**config.mk**
```make
export PLATFORM = sky130hd
export DESIGN_NAME = line_follow_pid_steering
export DESIGN_NICKNAME = d
export VERILOG_FILES = /design/src/rtl/core/lfps_pkg.sv /design/src/rtl/core/lfps_term_lane.sv /design/src/rtl/core/lfps_merge.sv /design/src/rtl/core/line_follow_pid_steering.sv
export SDC_FILE = /design/constraint.sdc
export NUM_CORES = 2
export LEC_CHECK = 0
export ABC_AREA = 1
export ABC_CLOCK_PERIOD_IN_PS = 5600
export BUFFER_PORTS_ARGS = -buffer_cell sky130_fd_sc_hd__buf_2
export CAP_MARGIN = 10
export CORE_MARGIN = 2
export CORE_UTILIZATION = 31
export DETAILED_ROUTE_END_ITERATION = 10
export SYNTH_ARGS = -nofsm -noshare
export SYNTH_HDL_FRONTEND = slang
export SYNTH_SLANG_ARGS = --single-unit
```
**constraint.sdc**
```tcl
create_clock -name clk -period 5.6 [get_ports clk]
set_clock_uncertainty 0.1 [all_clocks]
set_input_delay 0 -clock clk [delete_from_list [all_inputs] [get_ports clk]]
set_output_delay 0 -clock clk [all_outputs]
set_load 0.01 [all_outputs]
```
**src/rtl/core/lfps_pkg.sv**
```systemverilog
`timescale 1ns / 1ps
// lfps_pkg: shared types and constants of the line-follow pid steering block
// used by lfps_term_lane, lfps_merge and line_follow_pid_steering; no dependencies

package lfps_pkg;

	localparam int SENSOR_BITS    = 12;
	localparam int SPEED_BITS     = 10;
	localparam int GAIN_FRAC_BITS = 8;
	localparam int GAIN_BITS      = 12;
	localparam int POS_BITS       = 12;
	localparam int THRESH_BITS    = 12;
	localparam int ERR_BITS       = 14;
	localparam int DERIV_BITS     = ERR_BITS + 1;
	localparam int SUM_BITS       = 32;
	localparam int P_PROD_BITS    = ERR_BITS + GAIN_BITS + 1;
	localparam int I_PROD_BITS    = SUM_BITS + GAIN_BITS + 1;
	localparam int D_PROD_BITS    = DERIV_BITS + GAIN_BITS + 1;
	localparam int ACC_BITS       = 48;
	localparam int CFG_INDEX_BITS = 3;
	localparam int CFG_DATA_BITS  = 12;

	localparam logic [GAIN_BITS-1:0]   GAIN_P_RST      = 12'd51;
	localparam logic [GAIN_BITS-1:0]   GAIN_I_RST      = 12'd0;
	localparam logic [GAIN_BITS-1:0]   GAIN_D_RST      = 12'd102;
	localparam logic [SPEED_BITS-1:0]  BASE_SPEED_RST  = 10'd350;
	localparam logic [SPEED_BITS-1:0]  SPEED_LIMIT_RST = 10'd500;
	localparam logic [THRESH_BITS-1:0] THRESHOLD_RST   = 12'd700;
	localparam logic [POS_BITS-1:0]    SETPOINT_RST    = 12'd2500;

	typedef enum logic [CFG_INDEX_BITS-1:0] {
		REG_GAIN_P          = 3'd0,
		REG_GAIN_I          = 3'd1,
		REG_GAIN_D          = 3'd2,
		REG_BASE_SPEED      = 3'd3,
		REG_SPEED_LIMIT     = 3'd4,
		REG_BLACK_THRESHOLD = 3'd5,
		REG_SETPOINT        = 3'd6
	} cfg_reg_t;

	typedef struct packed {
		logic [SENSOR_BITS-1:0] sensor_0;
		logic [SENSOR_BITS-1:0] sensor_1;
		logic [SENSOR_BITS-1:0] sensor_2;
		logic [SENSOR_BITS-1:0] sensor_3;
		logic [SENSOR_BITS-1:0] sensor_4;
		logic [POS_BITS-1:0]    line_position;
	} sample_t;

	typedef struct packed {
		logic [SPEED_BITS-1:0] left_speed;
		logic [SPEED_BITS-1:0] right_speed;
		logic                  line_seen;
	} drive_t;

	typedef struct packed {
		logic valid;
		logic seen;
	} lane_ctl_t;

endpackage

```
**src/rtl/core/lfps_term_lane.sv**
```systemverilog
`timescale 1ns / 1ps
// lfps_term_lane: one pid term lane, unsigned q4.8 gain times signed operand, registered
// depends on lfps_pkg

module lfps_term_lane #(
	parameter int OP_BITS = 14
) (
	input  logic                                     clk,
	input  logic [lfps_pkg::GAIN_BITS-1:0]           gain,
	input  logic signed [OP_BITS-1:0]                operand,
	output logic signed [OP_BITS+lfps_pkg::GAIN_BITS:0] prod_s2
);

	logic signed [lfps_pkg::GAIN_BITS:0] gain_sx;

	assign gain_sx = $signed({1'b0, gain});

	always_ff @(posedge clk) begin
		prod_s2 <= gain_sx * operand;
	end

endmodule

```
**src/rtl/core/lfps_merge.sv**
```systemverilog
`timescale 1ns / 1ps
// lfps_merge: sums the three term lanes, then forms and clamps both motor speeds
// when a line is seen, else sends base speed to both; depends on lfps_pkg

module lfps_merge (
	input  logic                                        clk,
	input  logic                                        arst_n,
	input  lfps_pkg::lane_ctl_t                         ctl_s2,
	input  logic signed [lfps_pkg::P_PROD_BITS-1:0]     p_s2,
	input  logic signed [lfps_pkg::I_PROD_BITS-1:0]     i_s2,
	input  logic signed [lfps_pkg::D_PROD_BITS-1:0]     d_s2,
	input  logic [lfps_pkg::SPEED_BITS-1:0]             base_speed,
	input  logic [lfps_pkg::SPEED_BITS-1:0]             speed_limit,
	output logic                                        valid_s4,
	output lfps_pkg::drive_t                            result_s4
);

	localparam int WHOLE_BITS = lfps_pkg::ACC_BITS - lfps_pkg::GAIN_FRAC_BITS;

	function automatic logic [lfps_pkg::SPEED_BITS-1:0] clamp_speed(
		input logic signed [lfps_pkg::ACC_BITS-1:0] num,
		input logic [lfps_pkg::SPEED_BITS-1:0]      limit
	);
		logic [WHOLE_BITS-1:0] whole;
		logic [lfps_pkg::SPEED_BITS-1:0] res;
		whole = num[lfps_pkg::ACC_BITS-1:lfps_pkg::GAIN_FRAC_BITS];
		if (num[lfps_pkg::ACC_BITS-1]) begin
			res = '0;
		end else if (whole > WHOLE_BITS'(limit)) begin
			res = limit;
		end else begin
			res = whole[lfps_pkg::SPEED_BITS-1:0];
		end
		return res;
	endfunction

	lfps_pkg::lane_ctl_t                 ctl_s3;
	logic signed [lfps_pkg::ACC_BITS-1:0] acc_s3;
	logic signed [lfps_pkg::ACC_BITS-1:0] base_num;
	logic signed [lfps_pkg::ACC_BITS-1:0] num_left;
	logic signed [lfps_pkg::ACC_BITS-1:0] num_right;

	always_ff @(posedge clk or negedge arst_n) begin
		if (!arst_n) begin
			ctl_s3 <= '0;
		end else begin
			ctl_s3 <= ctl_s2;
		end
	end

	always_ff @(posedge clk) begin
		acc_s3 <= lfps_pkg::ACC_BITS'(p_s2) + lfps_pkg::ACC_BITS'(i_s2)
			+ lfps_pkg::ACC_BITS'(d_s2);
	end

	assign base_num  = $signed(lfps_pkg::ACC_BITS'({base_speed,
		{lfps_pkg::GAIN_FRAC_BITS{1'b0}}}));
	assign num_left  = base_num + acc_s3;
	assign num_right = base_num - acc_s3;

	always_ff @(posedge clk or negedge arst_n) begin
		if (!arst_n) begin
			valid_s4 <= 1'b0;
		end else begin
			valid_s4 <= ctl_s3.valid;
		end
	end

	always_ff @(posedge clk) begin
		if (ctl_s3.seen) begin
			result_s4.left_speed  <= clamp_speed(num_left, speed_limit);
			result_s4.right_speed <= clamp_speed(num_right, speed_limit);
			result_s4.line_seen   <= 1'b1;
		end else begin
			result_s4.left_speed  <= base_speed;
			result_s4.right_speed <= base_speed;
			result_s4.line_seen   <= 1'b0;
		end
	end

endmodule

```
**src/rtl/core/line_follow_pid_steering.sv**
```systemverilog
`timescale 1ns / 1ps
// line_follow_pid_steering: top level, config registers, error and integral stage,
// three pid term lanes, merge stage and output queue; depends on lfps_pkg,
// lfps_term_lane and lfps_merge
//
// usage
//   sample channel (sample_valid/sample_ready/sample): five reflectance readings
//   and a line position per beat. drive channel (drive_valid/drive_ready/drive):
//   left and right motor speed plus a line_seen flag, one beat per sample beat,
//   in order. cfg channel (cfg_valid/cfg_ready/cfg_index/cfg_data) writes the
//   gain, speed, threshold and setpoint registers; cfg_ready is always high. The user
//   must make writes only while the block is idle; the block does not enforce it.
//   path: a sample passes the stage 1 registers, the term lanes, the merge
//   stages and the output queue register before it shows up on drive.
//   throughput: one sample per cycle while sample_ready is high; the integral
//   and previous error update at sample acceptance, the three gain multiplies
//   run as parallel lanes, and the merge stage sums and clamps in two more stages.
//   stall: results queue in a FIFO_DEPTH entry output queue; sample_ready drops
//   once FIFO_DEPTH samples are in flight or waiting, so no beat is lost.
//   reset: arst_n clears the pipeline valid flags, the queue pointers and counts,
//   the integral and the previous error, and loads the register defaults.

module line_follow_pid_steering #(
	parameter int FIFO_DEPTH = 8
) (
	input  logic                                   clk,
	input  logic                                   arst_n,
	input  logic                                   sample_valid,
	output logic                                   sample_ready,
	input  lfps_pkg::sample_t                      sample,
	output logic                                   drive_valid,
	input  logic                                   drive_ready,
	output lfps_pkg::drive_t                       drive,
	input  logic                                   cfg_valid,
	output logic                                   cfg_ready,
	input  logic [lfps_pkg::CFG_INDEX_BITS-1:0]    cfg_index,
	input  logic [lfps_pkg::CFG_DATA_BITS-1:0]     cfg_data
);

	localparam int PTR_BITS = (FIFO_DEPTH > 1) ? $clog2(FIFO_DEPTH) : 1;
	localparam int CNT_BITS = $clog2(FIFO_DEPTH + 1);

	// config registers
	logic [lfps_pkg::GAIN_BITS-1:0]   gain_p_q;
	logic [lfps_pkg::GAIN_BITS-1:0]   gain_i_q;
	logic [lfps_pkg::GAIN_BITS-1:0]   gain_d_q;
	logic [lfps_pkg::SPEED_BITS-1:0]  base_speed_q;
	logic [lfps_pkg::SPEED_BITS-1:0]  speed_limit_q;
	logic [lfps_pkg::THRESH_BITS-1:0] threshold_q;
	logic [lfps_pkg::POS_BITS-1:0]    setpoint_q;

	assign cfg_ready = 1'b1;

	always_ff @(posedge clk or negedge arst_n) begin
		if (!arst_n) begin
			gain_p_q      <= lfps_pkg::GAIN_P_RST;
			gain_i_q      <= lfps_pkg::GAIN_I_RST;
			gain_d_q      <= lfps_pkg::GAIN_D_RST;
			base_speed_q  <= lfps_pkg::BASE_SPEED_RST;
			speed_limit_q <= lfps_pkg::SPEED_LIMIT_RST;
			threshold_q   <= lfps_pkg::THRESHOLD_RST;
			setpoint_q    <= lfps_pkg::SETPOINT_RST;
		end else if (cfg_valid && cfg_ready) begin
			case (cfg_index)
				lfps_pkg::REG_GAIN_P: begin
					gain_p_q <= cfg_data[lfps_pkg::GAIN_BITS-1:0];
				end
				lfps_pkg::REG_GAIN_I: begin
					gain_i_q <= cfg_data[lfps_pkg::GAIN_BITS-1:0];
				end
				lfps_pkg::REG_GAIN_D: begin
					gain_d_q <= cfg_data[lfps_pkg::GAIN_BITS-1:0];
				end
				lfps_pkg::REG_BASE_SPEED: begin
					base_speed_q <= cfg_data[lfps_pkg::SPEED_BITS-1:0];
				end
				lfps_pkg::REG_SPEED_LIMIT: begin
					speed_limit_q <= cfg_data[lfps_pkg::SPEED_BITS-1:0];
				end
				lfps_pkg::REG_BLACK_THRESHOLD: begin
					threshold_q <= cfg_data[lfps_pkg::THRESH_BITS-1:0];
				end
				lfps_pkg::REG_SETPOINT: begin
					setpoint_q <= cfg_data[lfps_pkg::POS_BITS-1:0];
				end
				default: begin
				end
			endcase
		end
	end

	// stage 1: line detect, error, saturating integral, derivative
	logic                                  accept;
	logic                                  seen_c;
	logic signed [lfps_pkg::ERR_BITS-1:0]   err_c;
	logic signed [lfps_pkg::SUM_BITS:0]     sum_wide;
	logic signed [lfps_pkg::SUM_BITS-1:0]   sum_c;
	logic signed [lfps_pkg::DERIV_BITS-1:0] deriv_c;
	logic signed [lfps_pkg::SUM_BITS-1:0]   error_sum_q;
	logic signed [lfps_pkg::ERR_BITS-1:0]   prev_err_q;

	assign accept = sample_valid && sample_ready;

	assign seen_c = (lfps_pkg::THRESH_BITS'(sample.sensor_0) < threshold_q)
		|| (lfps_pkg::THRESH_BITS'(sample.sensor_1) < threshold_q)
		|| (lfps_pkg::THRESH_BITS'(sample.sensor_2) < threshold_q)
		|| (lfps_pkg::THRESH_BITS'(sample.sensor_3) < threshold_q)
		|| (lfps_pkg::THRESH_BITS'(sample.sensor_4) < threshold_q);

	assign err_c = $signed(lfps_pkg::ERR_BITS'(sample.line_position))
		- $signed(lfps_pkg::ERR_BITS'(setpoint_q));

	assign sum_wide = (lfps_pkg::SUM_BITS+1)'(error_sum_q)
		+ (lfps_pkg::SUM_BITS+1)'(err_c);

	always_comb begin
		if (sum_wide[lfps_pkg::SUM_BITS] != sum_wide[lfps_pkg::SUM_BITS-1]) begin
			sum_c = sum_wide[lfps_pkg::SUM_BITS] ?
				{1'b1, {(lfps_pkg::SUM_BITS-1){1'b0}}} :
				{1'b0, {(lfps_pkg::SUM_BITS-1){1'b1}}};
		end else begin
			sum_c = sum_wide[lfps_pkg::SUM_BITS-1:0];
		end
	end

	assign deriv_c = lfps_pkg::DERIV_BITS'(err_c) - lfps_pkg::DERIV_BITS'(prev_err_q);

	always_ff @(posedge clk or negedge arst_n) begin
		if (!arst_n) begin
			error_sum_q <= '0;
			prev_err_q  <= '0;
		end else if (accept) begin
			if (seen_c) begin
				error_sum_q <= sum_c;
				prev_err_q  <= err_c;
			end else begin
				error_sum_q <= '0;
				prev_err_q  <= '0;
			end
		end
	end

	lfps_pkg::lane_ctl_t                    ctl_s1;
	lfps_pkg::lane_ctl_t                    ctl_s2;
	logic signed [lfps_pkg::ERR_BITS-1:0]   err_s1;
	logic signed [lfps_pkg::SUM_BITS-1:0]   sum_s1;
	logic signed [lfps_pkg::DERIV_BITS-1:0] deriv_s1;

	always_ff @(posedge clk or negedge arst_n) begin
		if (!arst_n) begin
			ctl_s1 <= '0;
			ctl_s2 <= '0;
		end else begin
			ctl_s1.valid <= accept;
			ctl_s1.seen  <= seen_c;
			ctl_s2       <= ctl_s1;
		end
	end

	always_ff @(posedge clk) begin
		if (accept) begin
			err_s1   <= err_c;
			sum_s1   <= sum_c;
			deriv_s1 <= deriv_c;
		end
	end

	// stage 2: term lanes
	logic signed [lfps_pkg::P_PROD_BITS-1:0] p_s2;
	logic signed [lfps_pkg::I_PROD_BITS-1:0] i_s2;
	logic signed [lfps_pkg::D_PROD_BITS-1:0] d_s2;

	lfps_term_lane #(.OP_BITS(lfps_pkg::ERR_BITS)) u_lane_p (
		.clk     (clk),
		.gain    (gain_p_q),
		.operand (err_s1),
		.prod_s2 (p_s2)
	);

	lfps_term_lane #(.OP_BITS(lfps_pkg::SUM_BITS)) u_lane_i (
		.clk     (clk),
		.gain    (gain_i_q),
		.operand (sum_s1),
		.prod_s2 (i_s2)
	);

	lfps_term_lane #(.OP_BITS(lfps_pkg::DERIV_BITS)) u_lane_d (
		.clk     (clk),
		.gain    (gain_d_q),
		.operand (deriv_s1),
		.prod_s2 (d_s2)
	);

	// stages 3 and 4: merge
	logic             valid_s4;
	lfps_pkg::drive_t result_s4;

	lfps_merge u_merge (
		.clk         (clk),
		.arst_n      (arst_n),
		.ctl_s2      (ctl_s2),
		.p_s2        (p_s2),
		.i_s2        (i_s2),
		.d_s2        (d_s2),
		.base_speed  (base_speed_q),
		.speed_limit (speed_limit_q),
		.valid_s4    (valid_s4),
		.result_s4   (result_s4)
	);

	// output queue with credit count over everything in flight
	lfps_pkg::drive_t      fifo_q [FIFO_DEPTH];
	logic [PTR_BITS-1:0]   wr_ptr_q;
	logic [PTR_BITS-1:0]   rd_ptr_q;
	logic [CNT_BITS-1:0]   fcnt_q;
	logic [CNT_BITS-1:0]   cnt_q;
	logic                  pop;

	assign sample_ready = cnt_q < CNT_BITS'(FIFO_DEPTH);
	assign drive_valid  = fcnt_q != '0;
	assign drive        = fifo_q[rd_ptr_q];
	assign pop          = drive_valid && drive_ready;

	always_ff @(posedge clk) begin
		if (valid_s4) begin
			fifo_q[wr_ptr_q] <= result_s4;
		end
	end

	always_ff @(posedge clk or negedge arst_n) begin
		if (!arst_n) begin
			wr_ptr_q <= '0;
			rd_ptr_q <= '0;
			fcnt_q   <= '0;
			cnt_q    <= '0;
		end else begin
			if (valid_s4) begin
				wr_ptr_q <= (wr_ptr_q == PTR_BITS'(FIFO_DEPTH - 1)) ? '0 : wr_ptr_q + 1'b1;
			end
			if (pop) begin
				rd_ptr_q <= (rd_ptr_q == PTR_BITS'(FIFO_DEPTH - 1)) ? '0 : rd_ptr_q + 1'b1;
			end
			case ({valid_s4, pop})
				2'b10:   fcnt_q <= fcnt_q + 1'b1;
				2'b01:   fcnt_q <= fcnt_q - 1'b1;
				default: fcnt_q <= fcnt_q;
			endcase
			case ({accept, pop})
				2'b10:   cnt_q <= cnt_q + 1'b1;
				2'b01:   cnt_q <= cnt_q - 1'b1;
				default: cnt_q <= cnt_q;
			endcase
		end
	end

	// checks
	a_credit_bound: assert property (@(posedge clk) disable iff (!arst_n)
		cnt_q <= CNT_BITS'(FIFO_DEPTH))
		else $error("in-flight count above queue depth");

	a_queue_within_credit: assert property (@(posedge clk) disable iff (!arst_n)
		fcnt_q <= cnt_q)
		else $error("queue holds more beats than accepted");

	a_clear_on_lost_line: assert property (@(posedge clk) disable iff (!arst_n)
		(accept && !seen_c) |=> (error_sum_q == '0 && prev_err_q == '0))
		else $error("pid memory not cleared when line lost");

	a_straight_mode: assert property (@(posedge clk) disable iff (!arst_n)
		(drive_valid && !drive.line_seen) |-> (drive.left_speed == drive.right_speed))
		else $error("straight mode speeds differ");

	a_write_has_slot: assert property (@(posedge clk) disable iff (!arst_n)
		valid_s4 |-> (fcnt_q < CNT_BITS'(FIFO_DEPTH) || pop))
		else $error("result written into full queue");

endmodule

```
==> run_results.csv <==
group,metric,value,unit
finish,syn_to_final_growth,16.3,%
finish,drive_above_1_share,11.7,%
placement,io_buffers,114,
timing,fmax,0.182,GHz
floorplanning,die_area,0.185,mm2
logic_synthesis,ys_warn_count,0,
placement,placed_area,0.0611,mm2
critical_path,cpPeakStageDelay,0.55,ns
timing,finalSetupViolations,0,
clocking,clk_latency,0.70,ns
outcome,outcome,"complete, no violations",
critical_path,worstSetupEndpointType,"flop",
critical_path,crit_arrival,5.97,ns
critical_path,rr_endpoint,"u_lane_p.prod_s2[25]",
placement,dpl.hpwl,129000,um
logic_synthesis,syn-num-nets,8196,
finish,stdcell_count,9727,
floorplanning,core,0.180,mm2
finish,mostFrequentLayoutCells,"1687 x nand2_1, 1485 x inv_1, 657 x fa_1",
critical_path,r2r_slack,0.1,ns
floorplanning,chipHeight,430,um
detailed_routing,ant_nets,0,
global_route,grt_usage,17.4,%
detailed_routing,wl,160000,um
timing,min_period_over_period,98.2,%
critical_path,worstSetupEndpoint,"u_lane_p.prod_s2[25]",
critical_path,cp_slowest_cell,"fa_1",
critical_path,cp_data_required_time,6.07,ns
critical_path,worstReg2RegStart,"gain_p_q[6]",
global_route,grt_pass1_wl,257000,um
timing,period_minus_slack,5.50,ns
logic_synthesis,synth_flop_cell,"edfxtp_1",
global_route,grt_max_degree,87,
critical_path,cp_max_fo,7,
logic_synthesis,synth_cells,6970,
detailed_routing,avgRoutedWirePerCell,16.5,um
timing,maxSlewHeadroom,30.2,%
clocking,numCtsBuffers,60,
timing,whs,0.0498,ns
logic_synthesis,ys_seq_area_share,24.7,%
clocking,cts-root-buf,"clkbuf_16",
floorplanning,initial_utilization,31.1,%
global_route,grt_pass1_vias,47200,
placement,gp_congestion,0.914,
finish,layout_commonest_cell,"nand2_1",
critical_path,critPathLaunchType,"flop",
global_route,antenna_found_initial,14,
logic_synthesis,async_reset_ff_share,27.0,%
logic_synthesis,yosysUniqueCellTypes,58,
global_route,grtUsageMet1,23.4,%
floorplanning,io_pins,116,
finish,nets,8526,
logic_synthesis,synth-edff-count,228,
critical_path,r2r_cells,19,
clocking,cts_tree,"done",
timing,worst_slew_pin_slew,1.05,ns
min_path,holdCritPathClass,"in -> reg",
global_route,grt.busiest_layer,"met2",
finish,stdcell_area,0.0653,mm2
logic_synthesis,syn_area,0.0562,mm2
flow_run,max_cap_viol_count,0,
critical_path,crit_start,"gain_p_q[6]",
detailed_routing,route.detailed.drc,0,
global_route,grt-ovfl-total,0,
clocking,clock_path_buffers,3,
detailed_routing,num_vias,45600,
clocking,cts_max_level,2,
critical_path,crit_type,"reg -> reg",
timing,rsz0062_at_grt,"true",
logic_synthesis,syn-mean-instance-area,8.06,um2
clocking,clk_pin_slew,0.07,ns
logic_synthesis,ys_seq_elements,541,
critical_path,path_cells,"buf_6 -> or2_2 -> fa_1 -> inv_1 -> fa_1 -> inv_1 -> fa_1 -> fa_1 -> inv_1 -> ha_1 -> ha_1 -> ha_1 -> buf_4 -> a21oi_4 -> o21ai_1 -> a21oi_1 -> nand3_2 -> xor2_2 -> buf_4",
timing,final-hold-violation-count,0,
timing,finalMaxSlewViolations,0,
critical_path,worst_path_most_repeated_cell,"fa_1",
global_route,gr-usage-met2,29.7,%
finish,post-route-util,36.2,%
clocking,cts_sinks,541,
placement,dp_cells,9502,
detailed_routing,drtIter0Drc,2980,
floorplanning,core.rowCount,156,
detailed_routing,vias_per_cell,4.69,
global_route,grt_use_met3,1.68,%
floorplanning,die_w,430,um
detailed_routing,drt-pass1-iter-count,5,
worst min path at each step:
| stage | startpoint | to | slack, ns | cells past startpoint |
|---|---|---|---|---|
| finish | cfg_index[1] | base_speed_q[8] | 0.05 | 3 |
| floorplan | arst_n | base_speed_q[0] | -0.40 | 0 |
| global route | cfg_index[1] | base_speed_q[2] | 0.12 | 3 |
| global placement | arst_n | error_sum_q[21] | -0.07 | 1 |
| detailed placement | arst_n | error_sum_q[21] | -0.07 | 1 |
| CTS | cfg_index[1] | base_speed_q[6] | 0.008 | 3 |
through the flow:
step | TNS (ns) | worst slack [ns]
floorplan | 0 | 0.00390
global placement | -1.35 | -0.256
detailed placement | -1.65 | -0.344
CTS | -0.00693 | -0.00619
global route | -0.367 | -0.0606
finish | 0 | 0.100
registers in the layout, summed over array words and instances (netlist names), 15 cells and up:
signal / cells
fifo_q: 168
u_merge.acc_s3: 47
u_lane_i.prod_s2: 45
error_sum_q: 32
sum_s1: 32
u_lane_d.prod_s2: 28
u_lane_p.prod_s2: 26
u_merge.result_s4: 21
deriv_s1: 15
worst max-delay path, delay by kind of cell, from the launching register on:
family | cells | cell delay (ns)
fa+ha+maj | 7 | 3.01
buf+inv | 6 | 0.63
compound gates | 3 | 0.51
simple gates | 2 | 0.48
flops | 1 | 0.43
xor+xnor | 1 | 0.19
layer usage:
layer / vias up / routed length, um / part of all wire (%)
li1: 22000 / - / -
met1: 22300 / 71700 / 45
met2: 1025 / 75900 / 47
met3: 214 / 7970 / 5.0
met4: 2 / 4770 / 3.0
met5: - / 14 / 0.0087
cell type report:
class | count | area [um2]
fillers | 18600 | 115000
multi-input cells | 4675 | 36800
flip-flops and latches | 541 | 13900
inverters | 1536 | 5770
repair buffers | 486 | 3850
well taps | 2370 | 2970
clock buffers | 74 | 1620
clock inverters | 40 | 423
diodes | 5 | 12.5
synth_stat cells (all sizes together), types with 31 or more instances:
master | number | area, um2
nand2 | 1722 | 6470
inv | 1531 | 5750
fa | 668 | 13400
nor2 | 485 | 1860
ha | 466 | 5830
o21ai | 324 | 1630
a21oi | 251 | 1260
edfxtp | 228 | 6850
nand3 | 215 | 1120
clkbuf | 197 | 739
dfxtp | 167 | 3340
xor2 | 143 | 1250
dfrtp | 115 | 2880
xnor2 | 69 | 604
nor3 | 53 | 303
a31oi | 49 | 307
nand4 | 48 | 307
o22ai | 32 | 200
dfstp | 31 | 815
kinds of logic (layout without fill, tap and decap cells):
group | Yosys count | count (layout) | share of synthesized area [%]
simple gates | 2554 | 2554 | 18.3
other cells | 1 | 6 | 0.00668
xor+xnor | 212 | 212 | 3.31
buf+inv | 1754 | 2136 | 11.8
compound gates | 774 | 774 | 7.66
fa+ha+maj | 1134 | 1134 | 34.2
flops | 541 | 541 | 24.7
timing repair:
item                                    4_1_cts  5_1_grt
endpoints found under the setup margin       14       48
buffers inserted                             16       52
gates cloned                                  2        1
pin swaps                                    30      145
hold buffers                                 37        0
resized for setup                            53      233
endpoints found under the hold margin       253        0
Power is not shown: default switching activity piles up to over one toggle a cycle in this logic, so the estimate is an artifact.
